**config.mk**
```make
export PLATFORM = sky130hd
export DESIGN_NAME = lsf_div
export DESIGN_NICKNAME = d
export VERILOG_FILES = /design/src/design/lsf_div.sv
export SDC_FILE = /design/constraint.sdc
export NUM_CORES = 1
export LEC_CHECK = 0
export CAP_MARGIN = 20
export CORE_ASPECT_RATIO = 0.6
export CORE_MARGIN = 3
export CORE_UTILIZATION = 35
export DETAILED_ROUTE_END_ITERATION = 10
export DONT_BUFFER_PORTS = 1
export GPL_TIMING_DRIVEN = 1
export PLACE_DENSITY = 0.5
export SKIP_LAST_GASP = 1
export SLEW_MARGIN = 40
export SYNTH_ARGS = -nofsm -noshare
export SYNTH_HDL_FRONTEND = slang
export SYNTH_SLANG_ARGS = --single-unit
export TNS_END_PERCENT = 5
```
**constraint.sdc**
```tcl
create_clock -name clk -period 3.9 [get_ports clk]
set_input_delay 0.78 -clock clk [delete_from_list [all_inputs] [get_ports clk]]
set_output_delay 0.78 -clock clk [all_outputs]
set_load 0.005 [all_outputs]
```
**src/design/lsf_div.sv**
```systemverilog
`timescale 1ns / 1ps
// ----------------------------------------------------------------------------
// lsf_div
// Signed-by-positive restoring divider, one quotient bit per cycle,
// quotient truncated toward zero.
// ----------------------------------------------------------------------------
module lsf_div (
  input  logic               clk,
  input  logic               rst_n,
  input  logic               start,
  input  logic signed [63:0] dividend,
  input  logic        [39:0] divisor,
  output logic               done,
  output logic signed [63:0] quotient
);

  localparam int STEPS = 64;
  localparam int STEP_W = $clog2(STEPS);

  logic              busy_r;
  logic              done_r;
  logic [STEP_W-1:0] cnt_r;
  logic [63:0]       dvd_r;
  logic [40:0]       rem_r;
  logic [39:0]       dvs_r;
  logic              neg_r;

  logic [40:0] rem_shift;
  logic [41:0] diff;
  logic        ge;

  // One restoring step
  always_comb begin
    rem_shift = {rem_r[39:0], dvd_r[63]};
    diff      = {1'b0, rem_shift} - {2'b00, dvs_r};
    ge        = ~diff[41];
  end

  // Control
  always_ff @(posedge clk) begin
    if (!rst_n) begin
      busy_r <= 1'b0;
      done_r <= 1'b0;
      cnt_r  <= '0;
    end else begin
      done_r <= 1'b0;
      if (start) begin
        busy_r <= 1'b1;
        cnt_r  <= '0;
      end else if (busy_r) begin
        cnt_r <= cnt_r + 1'b1;
        if (cnt_r == STEP_W'(STEPS - 1)) begin
          busy_r <= 1'b0;
          done_r <= 1'b1;
        end
      end
    end
  end

  // Datapath: load magnitude, then shift in one quotient bit a cycle
  always_ff @(posedge clk) begin
    if (start) begin
      dvd_r <= dividend[63] ? 64'(-dividend) : dividend;
      neg_r <= dividend[63];
      dvs_r <= divisor;
      rem_r <= '0;
    end else if (busy_r) begin
      rem_r <= ge ? diff[40:0] : rem_shift;
      dvd_r <= {dvd_r[62:0], ge};
    end
  end

  assign done     = done_r;
  assign quotient = neg_r ? 64'(-$signed(dvd_r)) : $signed(dvd_r);

endmodule

```
Word level (Yosys, flattened, before mapping)
Cells that the tools add are included.
{ "totals": {"reg_bits": 153, "latch_bits": 0, "mem_bits_rw": 0, "romBits": 0, "input_bits": 107, "out_inout_bits": 65, "word_cells": 27, "memories": 0} }
{ "classes": {"addsub": 4, "mul": 0, "n_div": 0, "order_cmp": 0, "eq_ne": 1, "n_shift": 0, "n_mux": 9, "bitwise_logic": 3, "n_reduce_logical": 3} }
{ "op_table": {"columns": ["operator", "n"], "rows": [
  ["64-bit two-way mux", 4],
  ["64-bit negation", 2],
  ["41-bit by 40-bit subtractor with 42-bit output", 1],
  ["40-bit two-way mux", 1],
  ["6-bit by 1-bit adder with 6-bit output, second input constant", 1],
  ["6-bit equality test, second input constant", 1],
  ["1-bit two-way mux", 4],
  ["1-bit NOT", 3],
  ["3-bit OR reduction", 1],
  ["2-bit nonzero test", 1],
  ["2-bit OR reduction", 1]
]} }

Logic depth before layout (Yosys ltp)
Gate-level depths: netlist of run 1.
{ "depth": {"ltp_word": 4, "depth_mapped": 14, "ltp_nobuf": 13} }

Worst setup path after synthesis of run 1
No wires, ideal clock.
{ "synth_path": {"path_type": "register to output", "from": "register dvd_r[6]", "to": "output port quotient[49]", "arrival_ns": 3.353, "t_required_ns": 3.120, "path_slack_ns": -0.233, "path_stages_with_launch": 11, "path_buffers": 0, "path_cell_list": "edfxtp_1 > or4_4 > or4b_4 > or3_4 > or2_4 > or4_4 > or2_4 > inv_4 > nand3_2 > o31ai_2 > xnor2_1"} }
{ "synth_between": {"elab_chain_cells": 2} }
{ "synth_rtl": {"columns": ["item", "line", "rtl"], "rows": [
  ["from (decl)", "23", "logic [63:0] dvd_r;"],
  ["from (signal assigned)", "63", "dvd_r <= dividend[63] ? 64'(-dividend) : dividend;"],
  ["from (signal assigned)", "69", "dvd_r <= {dvd_r[62:0], ge};"],
  ["64-bit negation", "74", "assign quotient = neg_r ? 64'(-$signed(dvd_r)) : $signed(dvd_r);"],
  ["64-bit two-way mux", "74", null],
  ["to (decl)", "14", "output logic signed [63:0] quotient"]
]} }
No other way between the ends.

Final worst setup path of run 1
{ "layout_path": {"from": "register dvd_r[6]", "to": "output port quotient[55]"} }
The elaborated chain is that of the path after synthesis.

==> impl_metrics.tcl, run 1 <==
set metrics [dict create \
    outcome "complete, but fails checks" \
    violations "setup timing" \
    grt_first_pass_wirelength_um 47600 \
    synth.distinct_cells 65 \
    ys_top_cells_by_area "edfxtp_1, dfxtp_1, xnor2_1" \
    final_nets 1389 \
    skew_ps 11.9 \
    seqCellArea_mm2 0.00412 \
    routed_wl_um 30700 \
    critPathKind "reg -> out" \
    track_usage_pct 18.6 \
    min_path_type "in -> reg" \
    avgSynthCellArea_um2 8.82 \
    max-cap-violations 0 \
    slew_viol_final 0 \
    arrival_ps 3850 \
    grt_pass1_vias 7934 \
    synth-edff-count 105 \
    ys.flop_type "edfxtp_1" \
    r2r_end "rem_r[34]" \
    insertion_delay_ps 450 \
    crit_path_max_fanout 5 \
    core_region_area_mm2 0.0294 \
    reg2reg_slack_ps 450 \
    multi_input_area_mm2 0.00623 \
    finalSetupViolations 37 \
    slew_headroom_pct 54.0 \
    io_buffers 0 \
    io_pins 172 \
    syn_inst 1216 \
    ant_nets 0 \
    stdcell_count 1651 \
    crit_start "dvd_r[6]" \
    grt_overflow 0 \
    cp-end-kind "output pin" \
    cts_tree "done" \
    yosys.area.top_type "edfxtp_1" \
    drive_gt1_share_pct 11.0 \
    p_per_area_mw_per_mm2 417 \
    worstPathRequired_ps 3120 \
    max_freq_mhz 216 \
    syn_nets 1367 \
    r2r-start "dvd_r[63]" \
    grt_max_degree 205 \
    fin_crit_ps 4630 \
    ys_warn_count 0 \
    fp-row-count 48 \
    grt_setup_unrepaired "true" \
    fp.dieH_um 142 \
    cts_buffers 17 \
    crit_chain "or4_4 -> or4b_4 -> or3_4 -> or2_4 -> or4_4 -> or2_4 -> inv_6 -> nand2_4 -> o41ai_4 -> xnor2_2" \
    areaGrowthSynthToFinish_pct 13.8 \
    place_inst 1619 \
    ff2ff_path_depth 13 \
    final_util_pct 41.5 \
    detail_route.vias_per_cell 5.35 \
    worst_pin_slew_ps 682 \
    place_congestion 0.831 \
    wire_per_inst_um 18.6 \
    power.leakage_nw 4.54 \
    netlist_area_mm2 0.0107 \
    start_util_pct 36.4 \
    diodes 0 \
    setup.worst_path.start_class "flop" \
    fillers 2981 \
    drt_first_iter_violations 643 \
    cts-root-buf "clkbuf_16" \
    fp.dieW_um 232 \
    first_pass_iters 5 \
    dieArea_mm2 0.0329 \
    synth_top_area_share_pct 29.4 \
    yosysSeqAreaShare_pct 38.4 \
    ys_seq_elements 153 \
    fin_crit_sh_pct 119 \
    synthArstFlopShare_pct 0 \
    crit_end "quotient[55]" \
    hold_viol_final 0 \
    clockBufferDepth 2 \
    path_clk_slew_ps 70 \
    cts_num_sinks 153 \
    layout_setup_ws_ps -732 \
    critPathMaxStageDelay_ps 550 \
    post-route-drc-count 0 \
    grt_antenna_before_repair 0 \
    hpwlAfterDp_um 22800 \
    cp_slowest_cell "or4_4" \
    htree_levels 4 \
    vias 8828 \
    peakVddDrop_mv 0.291 \
]
==> through the flow <==
stage          TNS (ps)  total power, W  area, um^2  hold slack (ps)  setup slack [ps]
6_report         -15340         0.00509       12200              426              -732
5_1_grt          -20710         0.00535       12200              394              -863
4_1_cts          -17050         0.00513       12200              397              -786
3_5_place_dp      -3340         0.00331       11500              481              -343
3_3_place_gp      -3060         0.00330       11500              472              -334
2_1_floorplan     -2390         0.00298       10700              454              -233
==> state kept, by name, indices dropped and copies added (netlist names) <==
name	count
busy_r	1
done	1
cnt_r	6
rem_r	40
dvd_r	64
neg_r	1
dvs_r	40
==> synth_stat cells, types with 10 or more instances <==
cell type	instances
a21oi_1	111
or3_1	15
dfxtp_1	48
or4_1	10
xor2_1	68
a211oi_1	11
a311oi_1	25
xnor2_1	92
o21ai_0	75
nor3_1	17
o41ai_1	14
edfxtp_1	105
nand3_1	20
mux2i_1	15
o31ai_1	34
a21o_1	13
clkbuf_1	55
nand2b_1	15
nand2_1	115
inv_1	62
nor2_1	128
ha_1	43
==> repair_timing <==
item / CTS / global route
gates cloned: 0 / 0
setup buffers: 0 / 0
resized for setup: 6 / 5
hold buffers: 0 / 0
setup endpoints to repair: 37 / 40
pin swaps: 2 / 3
==> layer usage <==
metal	share of wire, %	GRT usage, %	up-vias
li1	-	-	4434
met1	54	29.5	4163
met2	39	25.0	200
met3	5.0	4.09	31
met4	1.5	4.95	0
met5	0	0	-
==> cell type report <==
type                            instances  area share (%)
Clock buffer                           19            3.55
Multi-Input combinational cell        940            51.0
Inverter                               63            1.98
Sequential cell                       153            33.7
Tap cell                              400            4.10
Timing Repair Buffer                   63            4.18
Clock inverter                         13            1.46
==> power breakdown <==
group	switching [W]	leakage, nW	total (W)	internal [W]
sequential	0.000131	1.43	0.00205	0.00192
combinational	0.000718	2.82	0.00124	0.000524
clock	0.000729	0.288	0.00179	0.00107
==> layout by cell type, fill, tap and decap left out, types with 6 or more instances in the layout <==
| cell | n |
|---|---|
| a211oi_1 | 11 |
| a21o_1 | 13 |
| a21oi_1 | 111 |
| a311oi_1 | 25 |
| and3_1 | 7 |
| buf_4 | 60 |
| clkbuf_16 | 17 |
| dfxtp_1 | 47 |
| edfxtp_1 | 105 |
| ha_1 | 43 |
| inv_1 | 62 |
| mux2_2 | 9 |
| mux2i_1 | 15 |
| nand2_1 | 115 |
| nand2b_1 | 15 |
| nand3_1 | 20 |
| nand4_1 | 7 |
| nor2_1 | 128 |
| nor3_1 | 17 |
| nor4_1 | 6 |
| o21ai_0 | 75 |
| o21bai_1 | 8 |
| o31ai_1 | 32 |
| o41ai_1 | 14 |
| or2_2 | 6 |
| or3_1 | 15 |
| or4_1 | 10 |
| xnor2_1 | 89 |
| xor2_1 | 68 |
==> cells by family after synthesis <==
logic type | synth area share [%]
AO/OA/AOI/OAI | 19.4
XOR/XNOR | 13.1
adder cells (fa/ha/maj) | 5.20
buffers and inverters | 4.47
flip-flops | 38.4
multiplexers | 2.34
AND/OR/NAND/NOR | 17.2
==> worst max-delay path: cells and delay by family, from the launching register on <==
| family | cells | cell delay [ps] |
|---|---|---|
| AND/OR/NAND/NOR | 7 | 2510 |
| AO/OA/AOI/OAI | 1 | 270 |
| XOR/XNOR | 1 | 160 |
| buffers and inverters | 1 | 90 |
| flip-flops | 1 | 390 |
==> how the worst min path moves through the flow <==
| stage | start | endpoint | slack, ps | cells after the start |
|---|---|---|---|---|
| after detailed placement | cnt_r[5] | cnt_r[5] | 480 | 2 |
| after global placement | cnt_r[5] | cnt_r[5] | 470 | 2 |
| after global routing | start | rem_r[29] | 390 | 1 |
| after floorplan | cnt_r[5] | cnt_r[5] | 450 | 2 |
| after CTS | divisor[11] | dvs_r[11] | 400 | 0 |
| final | divisor[14] | dvs_r[14] | 430 | 0 |
No activity file was read; power rests on OpenSTA's default activity.
==> inputs of run 2 (changes only) <==
==> constraint.sdc (replaced) <==
create_clock -name clk -period 3.75 [get_ports clk]
set_input_delay 0.75 -clock clk [delete_from_list [all_inputs] [get_ports clk]]
set_output_delay 0.75 -clock clk [all_outputs]
set_load 0.005 [all_outputs]
==> run 2 against run 1 <==
The flow still finishes with violations (setup timing). Hold slack lost 31 ps. Combinational power grew 6%. Design area grew 0.55%. Sequential power grew 3%. Sequential share of layout area shrank 0.19 points. Core utilization grew 0.23 points. Clock skew shrank 2.1 ps. Register-to-register slack lost 60 ps. Cell count grew 0.79%. Global-route usage shrank 0.087 points. Total power grew 1.3%. Critical path depth is the same.
==> impl_metrics.tcl, run 2 (same netlist as run 1, synthesis figures left out) <==
set metrics [dict create \
    arrival_ps 3850 \
    critPathMaxStageDelay_ps 550 \
    grt_pass1_vias 8051 \
    max-cap-violations 0 \
    htree_levels 4 \
    cts-root-buf "clkbuf_16" \
    dieArea_mm2 0.0329 \
    fp.dieW_um 232 \
    fillers 2984 \
    post-route-drc-count 0 \
    fp-row-count 48 \
    fin_area_mm2 0.0123 \
    r2r-start "dvd_r[63]" \
    p_per_area_mw_per_mm2 420 \
    hpwlAfterDp_um 22800 \
    cts_buffers 17 \
    insertion_delay_ps 450 \
    vias 8885 \
    grt_max_degree 205 \
    io_pins 172 \
    violations "setup timing" \
    grt_overflow 0 \
    ff2ff_path_depth 13 \
    drive_gt1_share_pct 11.9 \
    cts_hold_buffers 0 \
    wire_per_inst_um 18.4 \
    max_freq_mhz 217 \
    slew_headroom_pct 57.1 \
    cts_num_sinks 153 \
    ant_nets 0 \
    multi_input_area_mm2 0.00623 \
    cp-end-kind "output pin" \
    grt_antenna_before_repair 0 \
    areaGrowthSynthToFinish_pct 14.4 \
    routed_wl_um 30600 \
    critPathKind "reg -> out" \
    fp.dieH_um 142 \
    preCtsSetupSlack_ps -478 \
    start_util_pct 36.4 \
    drt_first_iter_violations 806 \
    min_path_type "in -> reg" \
    peakVddDrop_mv 0.309 \
    worstPathRequired_ps 3000 \
    hold_viol_final 0 \
    cp_slowest_cell "or4_4" \
    grt_first_pass_wirelength_um 47300 \
    setup.worst_path.start_class "flop" \
    regMostFlops "dvd_r" \
    crit_path_max_fanout 5 \
    seqCellArea_mm2 0.00412 \
    fin_crit_sh_pct 123 \
    worstHoldPathCells 0 \
    io_buffers 0 \
    detail_route.vias_per_cell 5.34 \
    cts_tree "done" \
    diodes 0 \
    crit_chain "or4_4 -> or4b_4 -> or3_4 -> or2_4 -> or4_4 -> or2_4 -> inv_6 -> nand2_8 -> o41ai_4 -> xnor2_2" \
    min-delay-start "divisor[39]" \
    power.leakage_nw 4.57 \
    stdcell_count 1664 \
    clockBufferDepth 2 \
    track_usage_pct 18.6 \
    final_nets 1402 \
    place_congestion 0.839 \
    largest_reg_flops 64 \
    layout_commonest_cell "nor2_1" \
    place_area_mm2 0.0116 \
    holdWs_ps 395 \
    place_inst 1630 \
    skew_ps 9.85 \
    final_cell_mix "nor2_1, nand2_1, a21oi_1, edfxtp_1, xnor2_1" \
    top_regs "dvd_r (64), dvs_r (40), rem_r (40)" \
    layout_setup_ws_ps -853 \
    finalSetupViolations 40 \
    fin_crit_ps 4600 \
    outcome "complete, but fails checks" \
    reg2reg_slack_ps 390 \
    slew_viol_final 0 \
    first_pass_iters 5 \
    grt_setup_unrepaired "true" \
    path_clk_slew_ps 70 \
    core_region_area_mm2 0.0294 \
    r2r_end "rem_r[34]" \
    worst_pin_slew_ps 643 \
    hold-path-endpoint "dvs_r[39]" \
]
[run 2: cell count changes in the layout (fill, tap and decap cells not counted), moves of 2 or more]
cell,change
buf_4,+13
clkinv_1,-2
clkbuf_16,+2
bufinv_16,-4
clkbuf_8,+2
[run 2: worst max path at each step]
stage | start | endpoint | cells past startpoint
floorplan | dvd_r[6] | quotient[49] | 10
global placement | dvd_r[6] | quotient[61] | 10
detailed placement | dvd_r[6] | quotient[61] | 10
CTS | dvd_r[6] | quotient[63] | 10
global route | dvd_r[6] | quotient[55] | 10
finish | dvd_r[6] | quotient[55] | 10
[run 2: per-layer routing]
layer	up-vias	share of wire (%)	track usage (%)
met1	4191	54	29.7
met2	210	39	24.6
met5	-	0	0
li1	4461	-	-
met3	23	5.4	4.05
met4	0	1.0	4.53
[run 2: critical path, delay by kind of cell, from the launching register on]
kind | cells | cell delay, ps
AOI/OAI and AO/OA | 1 | 270
xor gates and xnor gates | 1 | 160
buffers and inverters | 1 | 100
DFF | 1 | 390
and+or+nand+nor | 7 | 2480
[run 2: area by class of cell]
| type | instances | area share (%) |
|---|---|---|
| flip-flops and latches | 153 | 33.5 |
| inverters | 63 | 1.97 |
| multi-input cells | 940 | 50.8 |
| clock buffers | 24 | 4.19 |
| clock inverters | 8 | 0.489 |
| repair buffers | 76 | 4.95 |
| well taps | 400 | 4.08 |
[run 2: report_power, final]
part	switching (W)	internal, W
registers	0.000127	0.00199
clock network	0.000751	0.000964
logic	0.000758	0.000557
[run 2: metrics by stage]
step	total power (W)	util (%)	TNS [ps]
6_report	0.00515	41.7	-19600
5_1_grt	0.00543	41.7	-24490
4_1_cts	0.00521	41.6	-20970
3_5_place_dp	0.00346	39.4	-6520
3_3_place_gp	0.00345	39.3	-5470
2_1_floorplan	0.00310	-	-4070
[run 2: timing repair]
item | 4_1_cts | 5_1_grt
endpoints found under the setup margin | 42 | 44
gates resized for setup | 8 | 5
pin swaps | 4 | 3
setup buffers | 2 | 0
cloned | 0 | 0
==> inputs of run 3 (changes only) <==
--- a/config.mk
+++ b/config.mk
@@ -13,6 +13,7 @@
 export DONT_BUFFER_PORTS = 1
 export GPL_TIMING_DRIVEN = 1
 export PLACE_DENSITY = 0.5
+export REMOVE_ABC_BUFFERS = 1
 export SKIP_LAST_GASP = 1
 export SLEW_MARGIN = 40
 export SYNTH_ARGS = -nofsm -noshare
==> run 3 against run 2 <==
The flow still finishes with violations (setup timing). Via count decreased by 0.24%. First-iteration DRC count decreased by 3.3%. Clock power about the same. Die area unchanged. Combinational power about the same. Non-clock buffer count decreased by 9. Hold slack improved by 0.70 ps. Wire length increased by 0.47%. Critical path depth increased by 1. Fmax decreased by 1.1%. Largest power group unchanged. Highest routed layer unchanged.
==> impl_metrics.tcl, run 3 (same netlist as run 1, synthesis figures left out) <==
set metrics [dict create \
    slew_viol_final 0 \
    clockBufferDepth 2 \
    io_pins 172 \
    cts-root-buf "clkbuf_16" \
    crit_chain "or4_4 -> or4b_4 -> or3_4 -> or2_4 -> or4_4 -> or2_4 -> inv_4 -> buf_12 -> nand3_4 -> o31ai_4 -> xnor2_1" \
    worstPathRequired_ps 3000 \
    wire_per_inst_um 18.6 \
    fin_crit_sh_pct 124 \
    vias 8864 \
    layout_setup_ws_ps -906 \
    grt_max_degree 205 \
    slew_headroom_pct 53.4 \
    pwr-share-seq_pct 41.3 \
    place_area_mm2 0.0115 \
    arrival_ps 3910 \
    p_sw_w 0.00164 \
    combPwrFrac_pct 24.9 \
    setup.worst_path.start_class "flop" \
    fp-row-count 48 \
    grt_setup_unrepaired "true" \
    drive_gt1_share_pct 11.4 \
    dieArea_mm2 0.0329 \
    grt_antenna_before_repair 0 \
    cp-end-kind "output pin" \
    final_cell_mix "nor2_1, nand2_1, a21oi_1, edfxtp_1, xnor2_1" \
    io_buffers 0 \
    cts_buffers 17 \
    layout_commonest_cell "nor2_1" \
    critPathKind "reg -> out" \
    grt_first_pass_wirelength_um 47900 \
    diodes 0 \
    violations "setup timing" \
    worst-path-buf-inv 2 \
    place_congestion 0.844 \
    fp.dieH_um 142 \
    critPathTopFamily "simple AND/OR/NAND/NOR gates" \
    finalSetupViolations 41 \
    hpwlAfterDp_um 22600 \
    pwr-share-clk_pct 33.8 \
    drt_first_iter_violations 779 \
    fin_crit_ps 4660 \
    max-cap-violations 0 \
    cts_hold_buffers 0 \
    intPower_w 0.00351 \
    top_regs "dvd_r (64), dvs_r (40), rem_r (40)" \
    final_nets 1393 \
    preCtsSetupSlack_ps -537 \
    track_usage_pct 18.7 \
    switching_share_pct 31.9 \
    start_util_pct 36.4 \
    fp.dieW_um 232 \
    regMostFlops "dvd_r" \
    cts_tree "done" \
    detail_route.vias_per_cell 5.36 \
    crit_path_max_fanout 4 \
    fin_area_mm2 0.0122 \
    areaGrowthSynthToFinish_pct 13.4 \
    outcome "complete, but fails checks" \
    p_per_area_mw_per_mm2 423 \
    min_path_type "in -> reg" \
    path_clk_slew_ps 70 \
    ant_nets 0 \
    insertion_delay_ps 440 \
    cts_num_sinks 153 \
    htree_levels 4 \
    peakVddDrop_mv 0.303 \
    hold_viol_final 0 \
    core_region_area_mm2 0.0294 \
    post-route-drc-count 0 \
    routed_wl_um 30800 \
    skew_ps 9.68 \
    max_freq_mhz 215 \
    power.leakage_nw 4.53 \
    grt_overflow 0 \
    largest_reg_flops 64 \
    grt_pass1_vias 8168 \
    worst_pin_slew_ps 693 \
    cp_slowest_cell "or4_4" \
    holdWs_ps 396 \
    first_pass_iters 5 \
    critPathMaxStageDelay_ps 580 \
]
[run 3: power groups by stage]
stage	Combinational [W]	Sequential (W)	Clock [W]
floorplan	0.000906	0.00216	0
global placement	0.00126	0.00216	0
detailed placement	0.00127	0.00216	0
CTS	0.00128	0.00212	0.00178
global route	0.00143	0.00215	0.00185
finish	0.00128	0.00213	0.00174
[run 3: final timing paths]
path               startpoint      endpoint  slack [ps]  cells past startpoint
setup / recovery     dvd_r[3]  quotient[49]        -910                     11
setup reg to reg     dvs_r[7]     rem_r[34]         220                     12
hold / removal    divisor[15]     dvs_r[15]         400                      0
hold reg to reg      cnt_r[5]      cnt_r[5]         500                      2
[run 3: routing by layer]
| layer | vias up | routed length, um | GRT usage, % | part of all wire [%] |
|---|---|---|---|---|
| met5 | - | 0 | 0 | 0 |
| met4 | 0 | 523 | 5.70 | 1.7 |
| met3 | 27 | 1720 | 4.05 | 5.6 |
| met2 | 244 | 11900 | 24.3 | 39 |
| met1 | 4143 | 16700 | 30.0 | 54 |
| li1 | 4450 | - | - | - |
[run 3: cell type report]
class                      instances  area, um^2
fill                            2972       17300
timing repair buffer              67         536
inverter                          63         239
tap                              400         500
clock buffer                      22         505
multi-input combinational        940        6190
clock inverter                    10        78.8
sequential                       153        4120
[run 3: through the flow]
| stage | instances | TNS (ps) | utilization (%) | power (W) |
|---|---|---|---|---|
| floorplan | 1156 | -14950 | - | 0.00306 |
| global placement | 1620 | -6220 | 39.1 | 0.00342 |
| detailed placement | 1620 | -7180 | 39.1 | 0.00342 |
| CTS | 1655 | -21430 | 41.3 | 0.00519 |
| global route | 1655 | -27350 | 41.3 | 0.00543 |
| finish | 1655 | -20800 | 41.3 | 0.00515 |
[run 3: worst register-to-register path, delay by kind of cell, from the launching register on]
family	cells	cell delay, ps
flip-flops	1	380
adder cells (fa/ha/maj)	1	390
AO/OA/AOI/OAI	7	1620
AND/OR/NAND/NOR	3	940
buffers and inverters	1	60
[run 3: repair_timing]
action | CTS | global route
setup endpoints to repair | 42 | 46
resized for setup | 4 | 2
pin swaps | 2 | 1
setup buffers | 3 | 0
