File: src/design/lsf_ram.sv
`timescale 1ns / 1ps
// ----------------------------------------------------------------------------
// lsf_ram
// Generic single-write, single-read memory with registered read data.
// ----------------------------------------------------------------------------
module lsf_ram #(
  parameter int WIDTH = 12,
  parameter int DEPTH = 64
) (
  input  logic                     clk,
  input  logic                     we,
  input  logic [$clog2(DEPTH)-1:0] waddr,
  input  logic [WIDTH-1:0]         wdata,
  input  logic [$clog2(DEPTH)-1:0] raddr,
  output logic [WIDTH-1:0]         rdata
);

  logic [WIDTH-1:0] mem [DEPTH];

  // Write port and registered read port
  always_ff @(posedge clk) begin
    if (we) begin
      mem[waddr] <= wdata;
    end
    rdata <= mem[raddr];
  end

endmodule

File: config.mk
export PLATFORM = sky130hd
export DESIGN_NAME = lsf_ram
export DESIGN_NICKNAME = d
export VERILOG_FILES = /design/src/design/lsf_ram.sv
export SDC_FILE = /design/constraint.sdc
export NUM_CORES = 1
export LEC_CHECK = 0
export BUFFER_PORTS_ARGS = -buffer_cell sky130_fd_sc_hd__buf_2
export CAP_MARGIN = 20
export CORE_UTILIZATION = 49
export DETAILED_ROUTE_END_ITERATION = 7
export HOLD_SLACK_MARGIN = 0.05
export PLACE_DENSITY_LB_ADDON = 0.3
export SLEW_MARGIN = 40
export SYNTH_ARGS = -nofsm -noshare
export SYNTH_HDL_FRONTEND = slang
export SYNTH_SLANG_ARGS = --single-unit
File: constraint.sdc
create_clock -name clk -period 2.85 [get_ports clk]
set_input_delay 0.4275 -clock clk [delete_from_list [all_inputs] [get_ports clk]]
set_output_delay 0.4275 -clock clk [all_outputs]
set_load 0.02 [all_outputs]
### Yosys cells after proc, flatten, opt, wreduce, memory -nomap -nowiden

Memories as Yosys holds them, arrays and structs flattened. A register that Yosys moved wholly into a read port is not among the register bits.
Index checks and enable logic that the tools add are counted.

* bits of input ports: 26
* bits in writable memories: 768
* logic and storage cells: 3
* output and inout bits: 12
* memories: 1
* flip-flop bits (word level): 0

* mux-type cells: 2

Memories
* mem: depth 64, bits a word 12, rd ports 1, clocked after Yosys merged registers in 1, write ports 1, line 18 `logic [WIDTH-1:0] mem [DEPTH];`

Operators by type and width (count)
* two-way mux 1 bit: 2

### Logic depth before layout (Yosys ltp)

Gate-level depths: netlist (run 1).

* depth in word-level cells: 2
* mapped depth: 9
* depth with buffers taken out: 5

### Least setup slack after synthesis (run 1)

OpenSTA, ideal clock, no wires.

* path kind: input -> register
* from: in waddr[3]
* to: mem mem[48][0] (enable)
* required time: 2454 ps
* stages on the path: 4
* setup time: 396 ps
* path buffers: 1
* setup slack: 638 ps
* arrival time: 1816 ps
* cell sequence: clkbuf_1 -> nor2b_1 -> nand4b_1 -> nor3_1

RTL lines
* start: declaration: line 12 `input logic [$clog2(DEPTH)-1:0] waddr,`
* end: declaration: line 18

No word-level cell before the write port.

==> qor.log, run 1 <==
INFO  run_status     status=completed
INFO  cts            clock_sink_count=780
INFO  route          drt_first_pass_iters=7
INFO  die            fp.dieH=249µm
INFO  die            core_area=0.0602mm²
INFO  setup_path     setup.worst_path.start=raddr[0]
INFO  sta            clock_period_minus_worst_slack=2170ps
INFO  sta            rsz0062_at_grt=false
INFO  setup_path     r2r_end=rdata[5]
INFO  setup_path     timing.critical_path.from_type=input pin
INFO  setup_path     worst-setup-path-type=in2reg
INFO  yosys          synth_largest_area_cell=sky130_fd_sc_hd__edfxtp_1
INFO  yosys          yosys_warnings=0
INFO  setup_path     rr_worst_depth=5
INFO  cells_and_area postLayoutCoreUtil=57.2%
INFO  sta            worst_slack=682ps
INFO  yosys          yosysUniqueCellTypes=35
INFO  min_path       hold_path_end=mem[5][10]
INFO  die            die-width=249µm
INFO  sta            setup_violations=0
INFO  setup_path     register_to_register_setup_slack=820ps
INFO  cells_and_area num-nets-final=1555
INFO  sta            post-route-period-util=76.1%
INFO  cts            ctsHtreeMaxLevel=3
INFO  cts            clock_path_buffers=3
INFO  yosys          ys_top_cells_by_count=sky130_fd_sc_hd__edfxtp_1, sky130_fd_sc_hd__mux4_2, sky130_fd_sc_hd__nor2_1, sky130_fd_sc_hd__clkbuf_1, sky130_fd_sc_hd__o22ai_1
INFO  cts            post_cts_resized=0
INFO  setup_path     worst-path-max-fanout=28
INFO  setup_path     worst_ep_required_time=3360ps
INFO  sta            fin_setup_tns=0ps
INFO  yosys          synthDominantCellAreaShare=77.3%
INFO  sta            finalClockSkew=22.9ps
INFO  grt            global_route.overflow_total=0
INFO  cells_and_area drive_gt1_share=31.2%
INFO  yosys          postSynthAreaPerCell=22.3µm²
INFO  route          route.detailed.drc=0
INFO  place          place.detailed.hpwl=43900µm
INFO  cts            post-cts-setup-buffers=0
INFO  place          place.gp.congestion=0.847
INFO  yosys          postSynthRegisterBits=780
INFO  route          route.antenna.remaining_nets=0
INFO  die            floorplan.rows=90
INFO  yosys          synth_edf_count=768
INFO  power          leakage=11.0nW
INFO  cells_and_area layoutNonFillerInstCount=2374
INFO  sta            max_clock_freq=461MHz
INFO  sta            finalMaxSlewViolations=0
INFO  cts            clk-insertion-delay-late=630ps
INFO  setup_path     cp_data_arrival_time=2680ps
INFO  place          post-place-ws=45.5ps
INFO  setup_path     worstSetupEndpointType=flip-flop
INFO  sta            report.final.hold_viol_count=0
INFO  grt            largest_net_degree_at_the_start_of_global_routing=65
INFO  yosys          synth.most_common_cell=sky130_fd_sc_hd__edfxtp_1
INFO  grt            grt_util_all_layers=23.3%
INFO  die            area_of_the_die=0.0619mm²
INFO  place          place.port_buffers=37
INFO  die            initial_utilization=49.5%
INFO  cts            cts_tree=built
INFO  setup_path     rr_startpoint=mem[3][5]
INFO  yosys          synth-async-reset-ratio=0%
INFO  cts            cts_root_buf=sky130_fd_sc_hd__clkbuf_16
INFO  yosys          synthesis.area=0.0299mm²
INFO  route          totalWireLength=70400µm
INFO  yosys          synthesis.instances=1339
INFO  yosys          postSynthNetCount=1365
INFO  min_path       min-delay-start=wdata[10]
INFO  power          worst_ir_drop_vdd=479µV
INFO  cells_and_area area.growth.synth_to_final=15.5%
INFO  grt            antenna_violations_before_repair=7
INFO  power          power.density_cell_area=699mW/mm²
INFO  place          dpl_cells=2228
INFO  yosys          postSynth.topFlopCell=sky130_fd_sc_hd__edfxtp_1
INFO  job            max_cap_viol_count=0
INFO  min_path       hold_path_depth=1
INFO  cts            postCtsHoldBufs=0
INFO  sta            relSlewSlack=45.3%
INFO  yosys          synth-seq-area-share=78.1%
INFO  route          wire_per_inst=29.6µm
INFO  grt            first_global_vias=14760
INFO  route          detail_route.iter0.violations=1793
INFO  yosys          synth.area.top_cells=sky130_fd_sc_hd__edfxtp_1, sky130_fd_sc_hd__mux4_2, sky130_fd_sc_hd__nor2_1, sky130_fd_sc_hd__dfxtp_1, sky130_fd_sc_hd__mux2i_1
INFO  grt            first_pass_grt_wire_length=103000µm
INFO  sta            worst_slew_pin_slew=820ps
INFO  cts            tritoncts.num_buffers=81
INFO  die            io-pin-count=38
INFO  cts            clk_pin_slew_worst_paths=60ps
INFO  route          dr_total_vias=14720
INFO  route          post_drt_via_cell_ratio=6.20
INFO  min_path       worstHoldPathType=in2reg
## registers in the layout, indices dropped and copies added (netlist names)
name   count
mem      768
rdata     12
## layer usage
| layer | track usage [%] | share of wire [%] |
|---|---|---|
| met1 | 33.8 | 41 |
| met2 | 35.7 | 47 |
| met4 | 6.46 | 2.0 |
| met5 | 0 | 0.047 |
| met3 | 5.55 | 10 |
## worst max-delay path: stages
cell and delay [ps]:
sky130_fd_sc_hd__buf_8 160, sky130_fd_sc_hd__buf_12 260, sky130_fd_sc_hd__buf_4 230, sky130_fd_sc_hd__buf_4 160, sky130_fd_sc_hd__mux4_2 550, sky130_fd_sc_hd__o221ai_1 200, sky130_fd_sc_hd__o21ai_0 310, sky130_fd_sc_hd__a22o_1 340
## cell type report
cell class / instances / area [µm²]
Fill cell: 4285 / 25800
Sequential cell: 780 / 23300
Antenna cell: 1 / 2.50
Multi-Input combinational cell: 486 / 6130
Tap cell: 782 / 978
Clock buffer: 113 / 2380
Timing Repair Buffer: 180 / 1510
Clock inverter: 32 / 176
## logic make-up after synthesis
family / Yosys count / synth area share [%]
compound gates: 109 / 2.59
flops: 780 / 78.1
buf+inv: 73 / 1.44
mux: 219 / 15.4
simple gates: 158 / 2.49
## where the power goes
part           internal (mW)  total, mW  switching, mW
combinational          0.492       1.26          0.770
clock                   5.90       10.1           4.19
sequential              12.7       12.7         0.0456
total                   19.1       24.1           5.00
## per-stage QoR
stage	instance area, µm²	total power, mW	hold WS [ps]
4_1_cts	34500	24.2	288
2_1_floorplan	29900	13.6	526
5_1_grt	34500	24.8	305
6_report	34500	24.1	294
3_3_place_gp	31900	14.2	817
3_5_place_dp	31900	14.2	838
## cells in the final DEF (no fill, tap or decap), types with 12 or more instances in the layout
cell type | synthesis | routed
sky130_fd_sc_hd__a211oi_1 | 13 | 13
sky130_fd_sc_hd__buf_12 | 0 | 18
sky130_fd_sc_hd__buf_2 | 13 | 31
sky130_fd_sc_hd__buf_4 | 11 | 129
sky130_fd_sc_hd__clkbuf_1 | 33 | 15
sky130_fd_sc_hd__clkbuf_16 | 0 | 87
sky130_fd_sc_hd__clkinv_1 | 0 | 16
sky130_fd_sc_hd__dfxtp_1 | 12 | 12
sky130_fd_sc_hd__edfxtp_1 | 768 | 768
sky130_fd_sc_hd__mux2i_1 | 20 | 20
sky130_fd_sc_hd__mux4_2 | 192 | 192
sky130_fd_sc_hd__nand2_1 | 14 | 14
sky130_fd_sc_hd__nand2b_1 | 21 | 21
sky130_fd_sc_hd__nand3_1 | 14 | 14
sky130_fd_sc_hd__nor2_1 | 74 | 74
sky130_fd_sc_hd__nor2b_1 | 15 | 15
sky130_fd_sc_hd__o221ai_1 | 16 | 16
sky130_fd_sc_hd__o22ai_1 | 23 | 23
## worst max path at each step
| stage | end |
|---|---|
| after global placement | rdata[5] |
| after detailed placement | rdata[5] |
| after CTS | rdata[5] |
| after floorplan | mem[48][0] |
| final | rdata[5] |
| after global routing | rdata[5] |
Power figures use the tool's default switching activity.
==> inputs of run 2 (changes only) <==
==> constraint.sdc (replaced) <==
create_clock -name clk -period 1.8 [get_ports clk]
set_input_delay 0.27 -clock clk [delete_from_list [all_inputs] [get_ports clk]]
set_output_delay 0.27 -clock clk [all_outputs]
set_load 0.02 [all_outputs]
==> run 2 against run 1 <==
Total power increased by 59%. Hold slack lost 220 ps. Via count increased by 0.88%. Sequential share of layout area down 2.4 points. Utilization is 2.1 points higher. Flip-flop and latch count is the same. Non-clock buffer count is 87 higher. Register-to-register slack got worse by 810 ps. Worst setup slack lost 670 ps. Cell area increased by 3.7%. Critical path type is now reg2reg. Combinational power increased by 75%. Clock-buffer cell count decreased by 6.
==> qor.log, run 2 (synthesis gave the netlist of run 1 again) <==
INFO  cts            clk-insertion-delay-late=630ps [about the same]
INFO  grt            grt_util_all_layers=23.6% [+0.26 points]
INFO  min_path       worstHoldPathType=in2reg
INFO  route          route.detailed.drc=0 [unchanged]
INFO  cts            clk_pin_slew_worst_paths=60ps [about the same]
INFO  setup_path     worstSetupEndpointType=flip-flop
INFO  grt            first_pass_grt_wire_length=105000µm [+1.0%]
INFO  place          place.port_buffers=37 [unchanged]
INFO  route          post_drt_via_cell_ratio=6.05 [-2.5%]
INFO  cells_and_area layout_common_cells=sky130_fd_sc_hd__edfxtp_1, sky130_fd_sc_hd__mux4_2, sky130_fd_sc_hd__buf_4, sky130_fd_sc_hd__clkbuf_16, sky130_fd_sc_hd__nor2_1
INFO  sta            finalClockSkew=23.8ps [+0.909 ps]
INFO  setup_path     crit_slowest_cell=sky130_fd_sc_hd__mux4_2
INFO  cells_and_area mostFrequentLayoutCell=sky130_fd_sc_hd__edfxtp_1
INFO  setup_path     register_to_register_setup_slack=8ps [-810 ps]
INFO  cells_and_area num-nets-final=1639 [+5.4%]
INFO  sta            max_clock_freq=558MHz
INFO  grt            first_global_vias=15227 [+3.2%]
INFO  setup_path     timing.critical_path.from_type=flip-flop
INFO  route          highest_layer=met5
INFO  route          detail_route.iter0.violations=1439 [-20%]
INFO  route          route.antenna.remaining_nets=0 [unchanged]
INFO  cts            cts_root_buf=sky130_fd_sc_hd__clkbuf_16
INFO  power          power.density_cell_area=1070mW/mm² [+53%]
INFO  route          wire_per_inst=29.0µm [-2.3%]
INFO  cts            clock_path_buffers=3 [unchanged]
INFO  die            fp.dieH=249µm [unchanged]
INFO  die            floorplan.rows=90 [unchanged]
INFO  setup_path     worst-setup-path-type=reg2reg
INFO  sta            finalMaxSlewViolations=0 [unchanged]
INFO  sta            clock_period_minus_worst_slack=1790ps
INFO  job            max_cap_viol_count=0 [unchanged]
INFO  cells_and_area antennaDiodeCount=0 [-1]
INFO  cells_and_area top_register=mem
INFO  route          drt-met1-wl=29000µm [+1.5%]
INFO  power          worst_ir_drop_vdd=842µV [+76%]
INFO  sta            relSlewSlack=44.7% [-0.57 points]
INFO  cts            tritoncts.num_buffers=78 [-3.7%]
INFO  die            initial_utilization=49.5% [unchanged]
INFO  die            area_of_the_die=0.0619mm² [unchanged]
INFO  route          wl_met2=34500µm [+4.1%]
INFO  sta            fin_setup_tns=0ps [unchanged]
INFO  setup_path     worst-path-max-fanout=1 [-96%]
INFO  setup_path     worstPathCellList=mux4_2 -> nor2b_1 -> a221o_1 -> a311oi_2 -> o31ai_1
INFO  die            core_area=0.0602mm² [unchanged]
INFO  sta            holdWs=72.9ps [-221 ps]
INFO  sta            report.final.hold_viol_count=0 [unchanged]
INFO  die            io-pin-count=38 [unchanged]
INFO  cts            ctsHtreeMaxLevel=3 [unchanged]
INFO  sta            post-route-period-util=99.6%
INFO  sta            rsz0062_at_grt=true
INFO  place          post-place-ws=-590ps [-636 ps]
INFO  sta            setup_violations=0 [unchanged]
INFO  setup_path     critical_path.max_stage_delay=460ps [-90 ps]
INFO  die            die-width=249µm [unchanged]
INFO  cts            clock_sink_count=780 [unchanged]
INFO  sta            worst_slew_pin_slew=829ps [+8.57 ps]
INFO  cells_and_area drive_gt1_share=35.9% [+4.6 points]
INFO  run_status     status=completed
INFO  cells_and_area largest_reg_flops=768 [unchanged]
INFO  setup_path     worst_ep_required_time=2310ps [-1050 ps]
INFO  grt            largest_net_degree_at_the_start_of_global_routing=65 [unchanged]
INFO  route          dr_total_vias=14849 [+0.88%]
INFO  grt            antenna_violations_before_repair=4 [-3]
INFO  cells_and_area area.growth.synth_to_final=19.8%
INFO  route          totalWireLength=71100µm [+1.0%]
INFO  place          place.gp.congestion=0.929 [+9.7%]
INFO  place          place.detailed.hpwl=44700µm [+1.9%]
INFO  setup_path     cp_data_arrival_time=2300ps [-380 ps]
INFO  cells_and_area reg.largest.list=mem: 768 flops, rdata: 12 flops
INFO  sta            worst_slack=7.91ps [-674 ps]
INFO  route          drt_first_pass_iters=5 [-2]
INFO  route          detailroute.wirelength.met3=5780µm [-20%]
INFO  grt            global_route.overflow_total=0 [unchanged]
INFO  cts            cts_tree=built
INFO  power          leakage=11.5nW [+4.7%]
-- run 2: power breakdown --
part / internal [mW] / switching, mW / total (mW)
registers: 20.1 / 0.0838 / 20.2
clock network: 9.14 / 6.67 / 15.8
logic: 0.937 / 1.27 / 2.21
total: 30.2 / 8.02 / 38.2
-- run 2: critical path: cells and delay by family, from the launching register on --
family	cells	cell delay (ps)
AO/OA/AOI/OAI	3	710
flip-flops	1	360
multiplexers	1	460
AND/OR/NAND/NOR	1	140
-- run 2: final cells by class --
class                           instances  area [µm²]
Fill cell                            4205       24500
Tap cell                              782         978
Timing Repair Buffer                  267        2750
Sequential cell                       780       23300
Clock inverter                         33         275
Clock buffer                          107        2210
Multi-Input combinational cell        486        6240
-- run 2: metal layers --
layer  vias to the layer above  global-route usage, %
li1                       6219                      -
met1                      7882                   33.9
met2                       622                   37.6
met3                       124                   4.24
met4                         2                   6.25
met5                         -                      0
-- run 2: path summary, 6_finish.rpt --
kind,cells after the start,endpoint,from
worst max register to register,5,rdata[4],mem[36][4]
worst max-delay path,5,rdata[4],mem[36][4]
worst min register to register,4,rdata[2],mem[52][2]
worst min-delay path,1,mem[18][2],wdata[2]
-- run 2: what timing repair did --
| item | 4_1_cts | 5_1_grt |
|---|---|---|
| resized for setup | 9 | 9 |
| hold endpoints to repair | 8 | 0 |
| setup endpoints to repair | 7 | 7 |
| setup buffers | 0 | 0 |
| cloned | 0 | 0 |
| hold buffers | 1 | 0 |
| pin swaps | 4 | 6 |
-- run 2: metrics by stage --
step	util [%]	cells	cell area, µm²	total power, mW
floorplan	-	1339	30000	21.6
global placement	55.1	2316	33200	22.7
CTS	59.3	2455	35700	38.4
detailed placement	55.1	2316	33200	22.8
global route	59.3	2455	35700	39.2
finish	59.3	2455	35700	38.2
==> inputs of run 3 (changes only) <==
--- a/config.mk
+++ b/config.mk
@@ -11,6 +11,7 @@
 export DETAILED_ROUTE_END_ITERATION = 7
 export HOLD_SLACK_MARGIN = 0.05
 export PLACE_DENSITY_LB_ADDON = 0.3
+export REMOVE_ABC_BUFFERS = 1
 export SLEW_MARGIN = 40
 export SYNTH_ARGS = -nofsm -noshare
 export SYNTH_HDL_FRONTEND = slang
==> run 3 against run 2 <==
The run now ends with setup timing left. Via count is 0.89% higher. Total power about the same. Non-clock buffer count rose by 15.
==> qor.log, run 3 (synthesis gave the netlist of run 1 again) <==
INFO  run_status     status=complete, but fails checks
INFO  run_status     violations=setup timing
INFO  place          place.gp.congestion=0.866 [-6.8%]
INFO  power          power.total=38.2mW [about the same]
INFO  cells_and_area layoutNonFillerInstCount=2474 [+0.77%]
INFO  cells_and_area layout.cell_area.non_filler=0.0359mm² [+0.44%]
INFO  power          worst_ir_drop_vdd=643µV [-24%]
INFO  cts            cts_root_buf=sky130_fd_sc_hd__clkbuf_16
INFO  job            max_cap_viol_count=0 [unchanged]
INFO  place          place.port_buffers=37 [unchanged]
INFO  place          post-place-ws=-602ps [-11.3 ps]
INFO  sta            worst_slack=-13.5ps [-21.4 ps]
INFO  route          detailroute.wirelength.met3=6660µm [+15%]
INFO  power          leakage=11.6nW [+0.90%]
INFO  cts            tritoncts.num_buffers=77 [-1.3%]
INFO  route          route.detailed.drc=0 [unchanged]
INFO  route          drt_first_pass_iters=5 [unchanged]
INFO  grt            antenna_violations_before_repair=5 [+1]
INFO  sta            fin_setup_tns=-17.3ps [-17.3 ps]
INFO  sta            finalClockSkew=23.9ps [+0.112 ps]
INFO  place          dpl-instance-area=0.0333mm² [+0.40%]
INFO  die            floorplan.rows=90 [unchanged]
INFO  die            area_of_the_die=0.0619mm² [unchanged]
INFO  sta            relSlewSlack=45.8% [+1.1 points]
INFO  cts            clk_pin_slew_worst_paths=60ps [about the same]
INFO  die            initial_utilization=49.5% [unchanged]
INFO  sta            report.final.hold_viol_count=0 [unchanged]
INFO  cells_and_area area.growth.synth_to_final=20.3%
INFO  cells_and_area reg.largest.list=mem: 768 flops, rdata: 12 flops
INFO  setup_path     worst-setup-path-type=reg2reg
INFO  route          dr_total_vias=14981 [+0.89%]
INFO  min_path       worstHoldPathType=in2reg
INFO  grt            grt_util_all_layers=23.6% [+0.046 points]
INFO  cells_and_area postLayoutCoreUtil=59.6% [+0.26 points]
INFO  sta            setup_violations=2 [+2]
INFO  route          detail_route.iter0.violations=1727 [+20%]
INFO  cts            clk-insertion-delay-late=620ps [about the same]
INFO  route          highest_layer=met5
INFO  power          power.density_cell_area=1060mW/mm² [-0.49%]
INFO  cts            clock_sink_count=780 [unchanged]
INFO  cells_and_area final.fill_count=4113 [-2.2%]
INFO  cells_and_area largest_reg_flops=768 [unchanged]
INFO  setup_path     cp_data_arrival_time=2310ps [about the same]
INFO  die            die-width=249µm [unchanged]
INFO  route          post_drt_via_cell_ratio=6.06 [+0.11%]
INFO  cts            ctsHtreeMaxLevel=3 [unchanged]
INFO  setup_path     critical_path.max_stage_delay=490ps [+30 ps]
INFO  cells_and_area mostFrequentLayoutCell=sky130_fd_sc_hd__edfxtp_1
INFO  cells_and_area top_register=mem
INFO  setup_path     worst-path-max-fanout=1 [unchanged]
INFO  grt            first_global_vias=15496 [+1.8%]
INFO  sta            holdWs=109ps [+36.4 ps]
INFO  die            io-pin-count=38 [unchanged]
INFO  cells_and_area drive_gt1_share=36.3% [+0.41 points]
INFO  setup_path     worstSetupEndpointType=flip-flop
INFO  die            fp.dieH=249µm [unchanged]
INFO  cts            clock_path_buffers=3 [unchanged]
INFO  route          drt-met1-wl=28400µm [-1.9%]
INFO  route          totalWireLength=71200µm [+0.14%]
INFO  sta            finalMaxSlewViolations=0 [unchanged]
INFO  route          wire_per_inst=28.8µm [-0.63%]
INFO  place          place.detailed.hpwl=44900µm [+0.43%]
INFO  grt            first_pass_grt_wire_length=105000µm [about the same]
INFO  route          wl_met2=33900µm [-1.7%]
INFO  sta            max_clock_freq=551MHz [-1.2%]
INFO  cts            postCtsHoldBufs=0 [-1]
INFO  place          dpl_cells=2331 [+0.65%]
INFO  grt            global_route.overflow_total=0 [unchanged]
INFO  grt            largest_net_degree_at_the_start_of_global_routing=65 [unchanged]
INFO  cells_and_area layout_common_cells=sky130_fd_sc_hd__edfxtp_1, sky130_fd_sc_hd__mux4_2, sky130_fd_sc_hd__buf_4, sky130_fd_sc_hd__clkbuf_16, sky130_fd_sc_hd__nor2_1
INFO  setup_path     worstPathCellList=mux4_2 -> mux2_4 -> o22a_1 -> o221ai_2 -> o31ai_1
INFO  sta            clock_period_minus_worst_slack=1810ps [+21.4 ps]
INFO  cts            cts_tree=built
INFO  sta            worst_slew_pin_slew=813ps [-16.1 ps]
INFO  setup_path     worst_ep_required_time=2300ps [about the same]
INFO  sta            rsz0062_at_grt=true
INFO  cells_and_area num-nets-final=1653 [+0.85%]
INFO  setup_path     timing.critical_path.from_type=flip-flop
INFO  route          route.antenna.remaining_nets=0 [unchanged]
INFO  sta            post-route-period-util=101% [+1.2 points]
INFO  die            core_area=0.0602mm² [unchanged]
INFO  setup_path     crit_slowest_cell=sky130_fd_sc_hd__mux4_2
[run 3: cell types whose count changed in the layout (fill, tap and decap cells not counted), moves of 3 or more]
| cell | delta |
|---|---|
| sky130_fd_sc_hd__clkbuf_8 | -3 |
| sky130_fd_sc_hd__o21ai_0 | -5 |
| sky130_fd_sc_hd__buf_2 | -3 |
| sky130_fd_sc_hd__nor2_1 | +5 |
| sky130_fd_sc_hd__nand3_1 | -5 |
| sky130_fd_sc_hd__o21ai_2 | +3 |
| sky130_fd_sc_hd__clkinv_1 | +4 |
| sky130_fd_sc_hd__buf_4 | +14 |
| sky130_fd_sc_hd__nand3_2 | +5 |
| sky130_fd_sc_hd__nor2_2 | -5 |
| sky130_fd_sc_hd__buf_12 | +3 |
[run 3: layout make-up]
| cell class | instances | area [µm²] | share of cell area, % |
|---|---|---|---|
| Sequential cell | 780 | 23300 | 64.9 |
| Multi-Input combinational cell | 486 | 6230 | 17.4 |
| Timing Repair Buffer | 282 | 2910 | 8.11 |
| Clock buffer | 100 | 2110 | 5.87 |
| Tap cell | 782 | 978 | 2.72 |
| Clock inverter | 42 | 370 | 1.03 |
| Antenna cell | 2 | 5.00 | 0.0139 |
[run 3: critical path: cells and delay by family (launching register included)]
family / cells / cell delay (ps)
mux: 2 / 780
flops: 1 / 380
compound gates: 3 / 530
[run 3: power by group]
group | total (mW) | internal [mW] | switching [mW]
Combinational | 2.27 | 0.972 | 1.30
Sequential | 20.2 | 20.1 | 0.0671
Clock | 15.7 | 9.14 | 6.61
[run 3: worst paths after layout]
kind / from / endpoint / slack (ps) / depth (start not counted)
worst max register to register: mem[17][1] / rdata[1] / -10 / 5
worst min register to register: mem[55][9] / rdata[9] / 930 / 4
worst max-delay path: mem[17][1] / rdata[1] / -10 / 5
worst min-delay path: wdata[1] / mem[19][1] / 110 / 1
[run 3: timing repair]
action | CTS | global route
pin swaps | 3 | 4
resized for setup | 13 | 12
setup endpoints to repair | 8 | 10
setup buffers | 0 | 0
[run 3: metal layers]
| metal | vias to the layer above | GRT usage (%) |
|---|---|---|
| met3 | 123 | 5.83 |
| li1 | 6263 | - |
| met5 | - | 0.232 |
| met1 | 7930 | 32.5 |
| met4 | 6 | 8.77 |
| met2 | 659 | 36.9 |
